--- config.mk ---
export PLATFORM = sky130hd
export DESIGN_NAME = ptdt_ram
export DESIGN_NICKNAME = d
export VERILOG_FILES = /design/src/ptdt_ram.sv
export SDC_FILE = /design/constraint.sdc
export NUM_CORES = 1
export LEC_CHECK = 0
export BUFFER_PORTS_ARGS = -buffer_cell sky130_fd_sc_hd__buf_2
export CORE_AREA = 2 2 97 99
export DETAILED_ROUTE_END_ITERATION = 10
export DIE_AREA = 0 0 99 101
export PLACE_DENSITY = 0.78
export SLEW_MARGIN = 25
export SYNTH_ARGS = -nofsm -noshare
export SYNTH_HDL_FRONTEND = slang
export SYNTH_SLANG_ARGS = --single-unit
export TNS_END_PERCENT = 20
--- constraint.sdc ---
create_clock -name aclk -period 4.3 [get_ports aclk]
set_clock_uncertainty 0.2 [all_clocks]
set_input_delay 0.86 -clock aclk [delete_from_list [all_inputs] [get_ports aclk]]
set_output_delay 0.86 -clock aclk [all_outputs]
set_load 0.1 [all_outputs]
--- src/ptdt_ram.sv ---
// ----------------------------------------------------------------------------
// ptdt_ram
// Generic simple dual-port RAM, one write and one registered read port.
// A read at the address being written returns the old contents.
// ----------------------------------------------------------------------------
`default_nettype none

module ptdt_ram #(
    parameter int WIDTH = 8,
    parameter int DEPTH = 16
) (
    input  wire logic                     aclk,
    input  wire logic                     we,
    input  wire logic [$clog2(DEPTH)-1:0] waddr,
    input  wire logic [WIDTH-1:0]         wdata,
    input  wire logic                     re,
    input  wire logic [$clog2(DEPTH)-1:0] raddr,
    output logic      [WIDTH-1:0]         rdata
);

    logic [WIDTH-1:0] mem [DEPTH];

    // Write port
    always_ff @(posedge aclk) begin
        if (we) begin
            mem[waddr] <= wdata;
        end
    end

    // Registered read port, holds while re is low
    always_ff @(posedge aclk) begin
        if (re) begin
            rdata <= mem[raddr];
        end
    end

endmodule

`default_nettype wire

==> results.md <==
- Vias in the first global route: between 2000 and 3000
- Register-to-register setup slack: 2550 ps
- Gr ovfl total: 0
- H-tree depth: 4
- Post-CTS Setup Bufs: 0
- Fin crit share: 59.8%
- Largest net degree at the start of global routing: 33
- Slew headroom: 32.6%
- CTS hold repair buffers: 0
- Final number of max-transition violations: 0
- Required time worst endpoint: roughly 4400 ps
- GPL Wtd Cong: just under 0.8
- HP Start: re
- CP Data Arrival Time: around 2600 ps
- Row Count: 35
- CTS resizes: 0
- All-Layer GR Usage: between 20% and 30%
- Yosys cell types: 18
- Achievable frequency: 389 MHz
- Vias per cell: between 6 and 7
- Setup crit end kind: flop
- Syn Area/Cell: around 23 sq um
- Critical-path maximum fanout: 19
- Share of cells above drive strength 1: ~28%
- Layout area overhead: 16.2%
- Top cell type's share of synthesized area: between 70% and 80%
- Post-Synth Adder-Cell Area: 0%
- # IOs: 27
- Fin. Hold Viols: 0
- Antenna diodes: 0
- Global-route wire length before repair: approximately 15000 um
- Drc violations: 0
- Post-synthesis mux area share: 14.8%
- Pleak: 2.03 nW
- Hold path endpoint: rdata[7]
- Final setup viols: 0
- Sequential element share of the synthesized area: between 70% and 80%
- Antenna-violating nets left: 0
- RR Endpoint: rdata[2]
- Nets: between 200 and 300
- CTS tree: built
- Min Tclk post-route: 2570 ps
- Peak VDD IR: about 280 uV
- Clk_lat worst skew: approximately 520 ps
- Hold Path Stages: 1
- Critical Path Start Type: input port
- Die area: 10000 sq um
- HP Class: in2reg
- Worst-Margin Slew: about 1000 ps
- R2R cell count: 3
- RSZ-0062 raised after global routing: no
- Die Span Y: between 100 and 150 um
- Max clock buf depth: 2
- Area of the core: ~9000 sq um
- Top cells by area, synth: edfxtp_1 (78%), mux4_2 (7.8%), mux4_1 (7.0%)
- Max_cap viols: 0
- Clock transition at path regs: 60 ps
- TritonCTS Sinks: roughly 140
- Initial antenna violation count: 0
- Routed length per instance: about 26 um
- Setup TNS: 0 ps
- Post-Synth XOR/XNOR Area: 0%
- Port Buf Inserts: 26
- Synthesized Nets: 248
- Largest family of logic cells by synthesized area: multiplexers
- Ys Warns: 0
- Num CTS Buffers: 17
- Crit Reg-Reg Startpoint: mem[2][2]
- Area leader, netlist: edfxtp_1
- Simple-gate area share of the yosys netlist: ~3.1%
- Flops & latches, synth: between 100 and 150
- Total power: approximately 0.0032 W
- Mapped cell area: about 5200 sq um
- Pre-antenna DRT Iters: 5
- Initial Util: between 50% and 60%
- Worst setup path category: in2reg
- Synth Area in Compound Gates: about 2.3%
- Final wirelength: roughly 10000 um
- Die Wd: 99 um
- Hpwl dp: about 5700 um
- FILL cells: about 540
- Outcome: finished, final reports clean
- Instance count of the mapped netlist: around 230
- PD cells: roughly 530 nW/um^2
- Initial DRC Count: between 200 and 250
- Vias: about 2500
- Clock root buffer master: clkbuf_8
final cells by class:
class / instances / area, sq um / share of cell area (%)
clock inverters: 14 / 205 / 3.38
multi-input cells: 83 / 1060 / 17.5
well taps: 111 / 139 / 2.29
repair buffers: 31 / 168 / 2.76
clock buffers: 17 / 414 / 6.82
flip-flops and latches: 136 / 4080 / 67.3
report_power, final:
part,internal (W),total (W),switching [W]
Sequential,0.00149,0.00150,0.00000768
Clock,0.000991,0.00151,0.000523
Combinational,0.0000531,0.000176,0.000123
cell usage after synthesis:
cell type and number:
a22oi_1 16, buf_4 1, and2b_1 1, buf_2 3
nor2b_1 1, and2_1 1, edfxtp_1 136, nand3_1 1
nor3_1 4, or3b_2 1, clkdlybuf4s25_2 3, buf_6 3
mux4_1 14, nand2b_1 2, mux4_2 18, nand2_1 9
nor2_1 13, nand3b_1 2
stage by stage:
step           instances  instance area [sq um]  utilization, %  hold slack [ps]  worst slack, ps
2_1_floorplan        229                   5230               -              505             1750
3_3_place_gp         361                   5450            60.7              525             1240
3_5_place_dp         361                   5450            60.7              538             1210
4_1_cts              392                   6070            67.6              487             1750
5_1_grt              392                   6070            67.6              479             1620
6_report             392                   6070            67.6              511             1730
logic make-up (layout without fill, tap and decap cells):
family          Yosys count  after routing
simple gates             35             35
buf+inv                  10             62
mux                      32             32
flops                   136            136
compound gates           16             16
critical path, cell delays in order:
cell and delay, ps:
buf_2 510, buf_4 330, mux4_1 570, a22oi_1 270, nand2_1 80
registers in the layout, summed over array words and instances (netlist names):
register	count
mem	128
rdata	8
placed cells by master, fill, tap and decap left out:
| master | Yosys | routed |
|---|---|---|
| nor3_1 | 4 | 3 |
| and2b_1 | 1 | 1 |
| nor3_2 | 0 | 1 |
| clkinvlp_4 | 0 | 2 |
| inv_6 | 0 | 1 |
| clkinv_1 | 0 | 2 |
| nor2b_1 | 1 | 1 |
| or3b_2 | 1 | 1 |
| clkinv_4 | 0 | 1 |
| mux4_2 | 18 | 18 |
| buf_4 | 1 | 5 |
| bufinv_16 | 0 | 5 |
| clkbuf_8 | 0 | 1 |
| a22oi_1 | 16 | 16 |
| buf_2 | 3 | 26 |
| clkbuf_16 | 0 | 16 |
| clkinv_2 | 0 | 3 |
| nand3b_1 | 2 | 2 |
| nor2_1 | 13 | 13 |
| and2_1 | 1 | 1 |
| nand3_1 | 1 | 1 |
| nand2b_1 | 2 | 2 |
| mux4_1 | 14 | 14 |
| nand2_1 | 9 | 9 |
| edfxtp_1 | 136 | 136 |
per-layer routing:
layer  share of wire (%)  routed length (um)  track usage, %
met5                   0                   0               0
met3                 7.2                 728            6.45
met4                 2.5                 249            13.7
met1                  40                4060            29.5
met2                  50                5130            34.5
how the worst max path moves through the flow:
stage | from | to | slack (ps)
after floorplan | waddr[2] | mem[0][0] | 1750
after global placement | raddr[0] | rdata[3] | 1240
after detailed placement | raddr[0] | rdata[3] | 1210
after CTS | raddr[0] | rdata[1] | 1750
after global routing | raddr[0] | rdata[3] | 1620
final | raddr[0] | rdata[3] | 1730
No activity file was read; power rests on OpenSTA's default activity.
