==> config.mk <==
export PLATFORM = sky130hd
export DESIGN_NAME = ptdt_update
export DESIGN_NICKNAME = d
export VERILOG_FILES = /design/src/ptdt_pkg.sv /design/src/ptdt_update.sv
export SDC_FILE = /design/constraint.sdc
export NUM_CORES = 1
export LEC_CHECK = 0
export BUFFER_PORTS_ARGS = -buffer_cell sky130_fd_sc_hd__buf_2
export CAP_MARGIN = 20
export CORE_MARGIN = 1.5
export CORE_UTILIZATION = 52
export DETAILED_ROUTE_END_ITERATION = 6
export GPL_ROUTABILITY_DRIVEN = 0
export PLACE_DENSITY = 0.95
export REMOVE_ABC_BUFFERS = 1
export SETUP_SLACK_MARGIN = 0.2
export SLEW_MARGIN = 10
export SYNTH_ARGS = -nofsm -noshare
export SYNTH_HDL_FRONTEND = slang
export SYNTH_SLANG_ARGS = --single-unit
==> constraint.sdc <==
create_clock -name vclk -period 7.45
set_input_delay 1.49 -clock vclk [all_inputs]
set_output_delay 1.49 -clock vclk [all_outputs]
set_load 0.1 [all_outputs]
==> src/ptdt_pkg.sv <==
// ----------------------------------------------------------------------------
// ptdt_pkg
// Shared types and constants for the per-thread duty throttle router.
// ----------------------------------------------------------------------------
`default_nettype none

package ptdt_pkg;

    // Request kinds carried in s_axis_tuser
    localparam logic MODE_ENQ = 1'b0;
    localparam logic MODE_SET = 1'b1;

    // Result queue codes carried in m_axis_tuser
    localparam logic QUEUE_NORMAL = 1'b0;
    localparam logic QUEUE_SLOW   = 1'b1;

    // Field widths
    localparam int SLOT_W  = 12;
    localparam int LEVEL_W = 32;
    localparam int FLAGS_W = 64;
    localparam int VAL_W   = 7;

    // Stream data widths, padded to whole bytes
    localparam int S_DATA_W = ((SLOT_W + LEVEL_W + FLAGS_W + 7) / 8) * 8;
    localparam int M_DATA_W = ((SLOT_W + FLAGS_W + 7) / 8) * 8;

    // Saturation level and duty period
    localparam logic [VAL_W-1:0] LEVEL_CAP   = 7'd100;
    localparam logic [VAL_W:0]   DUTY_PERIOD = 8'd100;

    // One table entry: duty remainder over throttle level
    typedef struct packed {
        logic [VAL_W-1:0] rem;
        logic [VAL_W-1:0] lvl;
    } duty_word_t;

    localparam int WORD_W = $bits(duty_word_t);

    // Update decision for one request
    typedef struct packed {
        logic we;
        logic target;
    } upd_res_t;

endpackage

`default_nettype wire

==> src/ptdt_update.sv <==
// ----------------------------------------------------------------------------
// ptdt_update
// Modify step of the table read-modify-write: stores a new level, or adds the
// level to the duty remainder modulo 100 and picks the queue.
// ----------------------------------------------------------------------------
`default_nettype none

module ptdt_update
    import ptdt_pkg::*;
(
    input  wire duty_word_t       cur_word,
    input  wire logic             mode,
    input  wire logic [VAL_W-1:0] lvl_sat,
    input  wire logic             active,
    input  wire logic             in_table,
    output duty_word_t            new_word,
    output upd_res_t              res
);

    logic [VAL_W:0] sum;
    logic           wrap;

    // Add level to remainder, fold back below the period
    assign sum  = {1'b0, cur_word.rem} + {1'b0, cur_word.lvl};
    assign wrap = (sum >= DUTY_PERIOD);

    always_comb begin
        new_word   = cur_word;
        res.we     = 1'b0;
        res.target = QUEUE_NORMAL;
        case (mode)
            MODE_SET: begin
                new_word.lvl = lvl_sat;
                res.we       = in_table;
            end
            MODE_ENQ: begin
                if (in_table && active && (cur_word.lvl != '0)) begin
                    res.we       = 1'b1;
                    new_word.rem = wrap ? VAL_W'(sum - DUTY_PERIOD) : sum[VAL_W-1:0];
                    res.target   = wrap ? QUEUE_SLOW : QUEUE_NORMAL;
                end
            end
            default: begin
                res.we = 1'b0;
            end
        endcase
    end

endmodule

`default_nettype wire

==> results.md <==
* Antenna violations before repair at 0
* Detailed router's first-iteration violation count at 31
* Per-instance average area after synthesis at 7.546 sq um
* Netlist Area Pre-Place at 732.0 sq um
* Placed cell area at 932.1 sq um
* Peak supply drop at 0.0001134 V
* Fin area at 932.1 sq um
* Fraction of layout instances using a drive strength above 1 at 0.4179
* Count of nets left with antenna violations after detail routing at 0
* Total core area at 0.001301 sq mm
* Worst Path Class, Setup: primary input to output port
* Number of hold buffers added after CTS at 0
* Per-cell via count in the routed design at 5.826
* Accumulated negative setup slack at 0 ns
* Die Y-Extent at 40.52 microns
* Drc violations at 0
* Antenna Diode Count at 0
* Sum of net half-perimeters after detailed placement at 1.838 mm
* Number of post-CTS setup repair buffers at 0
* GRT Resource Usage Total at 0.2590
* Post-synthesis cell type count at 41
* Worst Hold Slack at 3.462 ns
* Worst min-delay path category: primary input to output port
* Number of placement rows at 13
* Maximum number of pins on one net before global-route repair at 12
* Reported leakage power at 0.0004465 uW
* Fin crit share at 0.7605
* Seq. cell area at 0 sq um
* Number of failing setup endpoints in the final timing report at 0
* Slew Limit Headroom at 0.6745
* Total power at 140.3 uW
* Crit path capture type: output port
* Cell count after synthesis at 97
* Routed length per instance at 13.90 microns
* PnR worst setup slack at 1.784 ns
* Post-placement worst setup slack at 1.785 ns
* Count of cells resized by post-cts repair at 0
* Layout clock buffer count at 0
* Total number of sequential cells at 0
* Share of the yosys chip area belonging to registers at 0
* Top fanout value on the critical path at 7
* Yosys warns at 0
* Worst EP arrival at 4.18 ns
* Post-layout min period at 5.666 ns
* Setup repair after global routing missed its margin: false
* DR vias at 868
* Element type at the critical path start: primary input
* Starting utilization of the core area at 0.5625
* Boundary pin count at 40
* Count of nets after finishing at 170
* Maximum capacitance violations at 0
* Die area at 0.001641 sq mm
* Pre-Repair DR Iteration Count at 4
* Cell area power density at 150.5 mW/mm^2
* Horiz. Die Dim at 40.52 microns
* Result of the run: completed
* Area grow syn2layout at 27.35%
* Least-Margin Pin Slew at 0.4917 ns
* Remaining Overflow, GRT at 0
* Routed WL at 2.071 mm
* Number of max-slew violations in the final report at 0
* Final hold violation count at 0
* Maximum clock frequency at 176.5 MHz
* First-pass GRT wire length at 2.918 mm
* Via count of the first global-routing pass at 733
* Total of buffers placed on input and output ports at 40
* # fillers at 122
* Data required, critical path at 5.96 ns
[layout make-up]
class | instances | area [sq um] | area share
Inverter | 6 | 22.52 | 0.02416
Tap cell | 15 | 18.77 | 0.02013
Multi-Input combinational cell | 88 | 690.7 | 0.7409
Timing Repair Buffer | 40 | 200.2 | 0.2148
[layer usage]
layer / share of wire / up-vias / GRT usage
met5: 0 / - / 0
met4: 0.0092 / 0 / 0.04167
met3: 0.041 / 2 / 0.02222
met2: 0.56 / 29 / 0.5675
met1: 0.39 / 397 / 0.2500
li1: - / 440 / -
[cells in the mapped netlist, types with 2 or more instances]
cell type / n / area [sq um]
nand2_1: 11 / 41.29
clkbuf_1: 2 / 7.510
xnor2_1: 5 / 43.79
o21ai_0: 5 / 25.02
nor2_1: 10 / 37.54
mux2_2: 6 / 67.56
nor3_1: 3 / 15.01
a21oi_1: 6 / 30.03
inv_1: 6 / 22.52
nand3_1: 3 / 15.01
o31ai_1: 2 / 15.01
ha_1: 9 / 112.6
[report_power, final]
group          internal [uW]  total (uW)  switching [uW]  leakage [uW]
combinational           39.1         140             101      0.000446
sequential                 0           0               0             0
clock                      0           0               0             0
[stage by stage]
step	utilization	std cells
after floorplan	-	94
after global placement	0.7163	149
after detailed placement	0.7163	149
after CTS	0.7163	149
after global routing	0.7163	149
final	0.7163	149
[logic make-up (layout without fill, tap and decap cells)]
logic type / count (synthesis) / after routing / share of synthesized area
fa+ha+maj: 10 / 10 / 0.1812
buf+inv: 9 / 46 / 0.05641
xor+xnor: 6 / 6 / 0.07179
compound gates: 27 / 27 / 0.3197
mux: 7 / 7 / 0.1060
simple gates: 38 / 38 / 0.2650
[cell usage in the layout, fill, tap and decap left out, types with 2 or more instances in the layout]
master,count
ha_1,9
mux2_2,6
nand3_1,3
inv_1,6
o21ai_0,5
buf_2,40
a21oi_1,6
o31ai_1,2
nor2_1,10
nand2_1,11
xnor2_1,5
nor3_1,3
[critical path: stages]
cell and delay (ns):
buf_2 0.11, ha_1 0.29, a211oi_2 0.33, nor2_1 0.10, xnor2_1 0.31, ha_1 0.29
o21ai_0 0.14, o211a_4 0.28, o21a_1 0.19, o31ai_1 0.18, buf_2 0.46
[path summary, 6_finish.rpt]
check                 slack (ns)     endpoint  depth (start not counted)         from
worst max-delay path        1.78  new_word[9]                         11  cur_word[1]
worst min-delay path        3.46       res[1]                          4     in_table
No activity file was read; power rests on OpenSTA's default activity.
