[src/ptdt_clr.sv]
// ----------------------------------------------------------------------------
// ptdt_clr
// Clearing sequencer: after reset, sweeps the table writing zero entries,
// one address per cycle, and flags busy until the sweep is done.
// ----------------------------------------------------------------------------
`default_nettype none

module ptdt_clr #(
    parameter int DEPTH = 16
) (
    input  wire logic                     aclk,
    input  wire logic                     aresetn,
    output logic                          busy,
    output logic      [$clog2(DEPTH)-1:0] addr
);

    localparam int ADDR_W = $clog2(DEPTH);
    localparam logic [ADDR_W-1:0] LAST_ADDR = ADDR_W'(DEPTH - 1);

    logic              busy_reg;
    logic              busy_next;
    logic [ADDR_W-1:0] cnt_reg;
    logic [ADDR_W-1:0] cnt_next;

    // Advance the sweep, stop at the last entry
    always_comb begin
        busy_next = busy_reg;
        cnt_next  = cnt_reg;
        if (busy_reg) begin
            cnt_next = cnt_reg + 1'b1;
            if (cnt_reg == LAST_ADDR) begin
                busy_next = 1'b0;
            end
        end
    end

    always_ff @(posedge aclk) begin
        if (!aresetn) begin
            busy_reg <= 1'b1;
            cnt_reg  <= '0;
        end else begin
            busy_reg <= busy_next;
            cnt_reg  <= cnt_next;
        end
    end

    assign busy = busy_reg;
    assign addr = cnt_reg;

endmodule

`default_nettype wire

[config.mk]
export PLATFORM = sky130hd
export DESIGN_NAME = ptdt_clr
export DESIGN_NICKNAME = d
export VERILOG_FILES = /design/src/ptdt_clr.sv
export SDC_FILE = /design/constraint.sdc
export NUM_CORES = 1
export LEC_CHECK = 0
export BUFFER_PORTS_ARGS = -buffer_cell sky130_fd_sc_hd__buf_2
export CAP_MARGIN = 25
export CELL_PAD_IN_SITES_DETAIL_PLACEMENT = 0
export CELL_PAD_IN_SITES_GLOBAL_PLACEMENT = 1
export CORE_AREA = 10 10 47 49
export CTS_CLUSTER_SIZE = 10
export DETAILED_ROUTE_END_ITERATION = 16
export DIE_AREA = 0 0 57 59
export GPL_TIMING_DRIVEN = 0
export PLACE_DENSITY_LB_ADDON = 0.1
export SETUP_SLACK_MARGIN = 0.5
export SYNTH_ARGS = -nofsm -noshare
export SYNTH_HDL_FRONTEND = slang
export SYNTH_SLANG_ARGS = --single-unit
[constraint.sdc]
create_clock -name aclk -period 1.23 [get_ports aclk]
set_input_delay 0 -clock aclk [delete_from_list [all_inputs] [get_ports aclk]]
set_output_delay 0 -clock aclk [all_outputs]
set_load 0.005 [all_outputs]
==> flow_metrics.env <==
export IMPL_outcome="finished clean"
export IMPL_grt_max_degree=8
export IMPL_cts_root_buffer="clkbuf_4"
export IMPL_drc=0
export IMPL_finalHoldViolations=0
export IMPL_max_vdd_ir_drop_uv=465
export IMPL_io_pins=7
export IMPL_worst_path_max_delay_cell="dfxtp_4"
export IMPL_cap_viol_max_count=0
export IMPL_crit_path_max_fanout=3
export IMPL_worstHoldStart="addr[3]"
export IMPL_slew_viol_final=0
export IMPL_grt_overflow=0
export IMPL_rrSetupSlack_ns=0.29
export IMPL_fin_worst_skew_ns=0.00528
export IMPL_tns_ns=0
export IMPL_die_y_um=59
export IMPL_vias_per_cell=3.98
export IMPL_vias=191
export IMPL_core_area_um2=1400
export IMPL_hold_path_class="reg2reg"
export IMPL_worstPathCellList="ha_4 -> and3b_2 -> o21a_1"
export IMPL_dr_first_iter_drc_count=5
export IMPL_end_kind="register"
export IMPL_yosysSeqAreaShare=0.476
export IMPL_synthTopCellsByCount="5 x dfxtp_1, 2 x mux2i_1"
export IMPL_synth_area_leader_cell="dfxtp_1"
export IMPL_antenna_found_initial=0
export IMPL_hold_depth=2
export IMPL_avgSynthCellArea_um2=10.5
export IMPL_ys_flop_type="dfxtp_1"
export IMPL_finish_utilization=0.233
export IMPL_critPathBufInv=0
export IMPL_area_growth_pct=55.4
export IMPL_p_leak_nw=0.159
export IMPL_ctsLongestPathBuffers=2
export IMPL_drive_gt1_frac=0.500
export IMPL_antenna_left=0
export IMPL_holdPathEnd="addr[3]"
export IMPL_worstMarginPinSlew_ns=0.148
export IMPL_seqCellArea_um2=110
export IMPL_portBuffers=6
export IMPL_yosysWarnings=0
export IMPL_synth_seq_cells=5
export IMPL_fin_crit_ns=0.943
export IMPL_wl_per_cell_um=11.0
export IMPL_synth_fp_nets=23
export IMPL_r2r_start="addr[0]"
export IMPL_grt_first_pass_wirelength_um=1000
export IMPL_multi_input_area_um2=119
export IMPL_gp_congestion=0.654
export IMPL_fmax_ghz=1.06
export IMPL_rsz0062_at_grt="yes"
export IMPL_critPathTopFamily="flip-flops"
export IMPL_slew_limit_headroom=0.900
export IMPL_synth_edf_count=0
export IMPL_ys_top_cells_by_area="dfxtp_1 48%, mux2i_1 9.5%, ha_1 6.0%"
export IMPL_cp_arrival_ns=1.08
export IMPL_clkSinkCount=5
export IMPL_largest_reg_flops=4
export IMPL_synth_top_cell_area_share=0.476
export IMPL_timing_final_crit_share=0.767
export IMPL_cts_tree="built"
export IMPL_clk_pin_slew_worst_paths_ns=0.05
export IMPL_first_global_vias=222
export IMPL_cts_buffers=3
export IMPL_wl_um=528
export IMPL_crit_type="reg2reg"
export IMPL_r2r_end="addr[2]"
export IMPL_initial_core_util=0.150
export IMPL_syn_area_um2=210
export IMPL_fillers=171
export IMPL_die_width_um=57
export IMPL_std_cell_rows=14
export IMPL_fin_nets=36
export IMPL_setup_viol=0
export IMPL_antennaDiodeCount=0
export IMPL_track_usage=0.0414
export IMPL_yosys_cell_count_top_type="dfxtp_1"
export IMPL_power_density_nw_per_um2=1270
export IMPL_cpPeakStageDelay_ns=0.35
export IMPL_synthCells=20
export IMPL_required_ns=1.37
export IMPL_clock_latency_ns=0.25
export IMPL_first_pass_iters=2
export IMPL_synthDistinctLibCells=15
export IMPL_async_flop_share=0
export IMPL_h_tree_depth=1
export IMPL_cp_start_kind="register"
export IMPL_dieArea_um2=3360
export IMPL_rr_worst_depth=3
-- timing repair --
item,4_1_cts,5_1_grt
gates resized for setup,3,0
endpoints found under the setup margin,10,10
hold buffers,1,0
setup buffers,1,0
pin swaps,2,0
endpoints found under the hold margin,1,0
-- kinds of logic (layout without fill, tap and decap cells) --
| family | count (synthesis) | after routing | synth area share |
|---|---|---|---|
| adders and majority gates | 1 | 1 | 0.0595 |
| DFF | 5 | 5 | 0.476 |
| AOI/OAI and AO/OA | 3 | 3 | 0.0952 |
| buffers and inverters | 1 | 13 | 0.0178 |
| and+or+nand+nor | 7 | 7 | 0.214 |
| muxes | 2 | 2 | 0.0952 |
| xor gates and xnor gates | 1 | 1 | 0.0417 |
-- report_power, final --
part,total (W),switching (W),internal [W]
Sequential,0.000179,0.00000988,0.000169
Combinational,0.0000412,0.0000163,0.0000248
Clock,0.000196,0.0000727,0.000123
-- stage by stage --
step | std cells | setup slack [ns] | hold WS [ns] | cell area (um^2) | power [W]
after CTS | 48 | 0.286 | 0.476 | 327 | 0.000426
final | 48 | 0.287 | 0.474 | 327 | 0.000416
after global routing | 48 | 0.245 | 0.515 | 327 | 0.000449
after detailed placement | 42 | 0.273 | 0.241 | 279 | 0.000219
after global placement | 42 | 0.276 | 0.243 | 279 | 0.000218
after floorplan | 20 | 0.288 | 0.0752 | 229 | 0.000202
-- per-layer routing --
layer	global-route usage	vias to the layer above	part of all wire
met1	0.0459	89	0.52
met2	0.0481	8	0.40
met5	0	-	0
met3	0.0236	0	0.076
met4	0.0503	0	0
li1	-	94	-
-- final cells by class --
| cell class | instances | area share |
|---|---|---|
| clock buffers | 4 | 0.0805 |
| inverters | 1 | 0.0115 |
| multi-input cells | 14 | 0.364 |
| flip-flops and latches | 5 | 0.337 |
| well taps | 16 | 0.0613 |
| repair buffers | 8 | 0.146 |
-- worst min-delay path: stages (launching register included) --
cell,delay [ns]
dfxtp_2,0.33
nand2_1,0.05
mux2i_1,0.05
-- how the worst max path moves through the flow --
| stage | from | endpoint | slack [ns] | cells past startpoint |
|---|---|---|---|---|
| after global placement | addr[0] | addr[2] | 0.28 | 3 |
| after CTS | addr[0] | addr[2] | 0.29 | 3 |
| final | addr[0] | addr[2] | 0.29 | 3 |
| after global routing | addr[0] | addr[2] | 0.24 | 3 |
| after detailed placement | addr[0] | addr[2] | 0.27 | 3 |
| after floorplan | addr[0] | addr[2] | 0.29 | 3 |
-- cells in the final DEF (no fill, tap or decap), drive strengths merged --
master	instances
inv	1
o21a	1
o21ai	1
dlygate4sd3	1
and3	1
ha	1
dfxtp	5
nand2	1
xor2	1
mux2i	2
and3b	1
nor2b	1
clkbuf	4
and2	1
buf	7
nand2b	1
nand4	1
a21boi	1
Note: power is estimated with default switching activity, not from simulation.
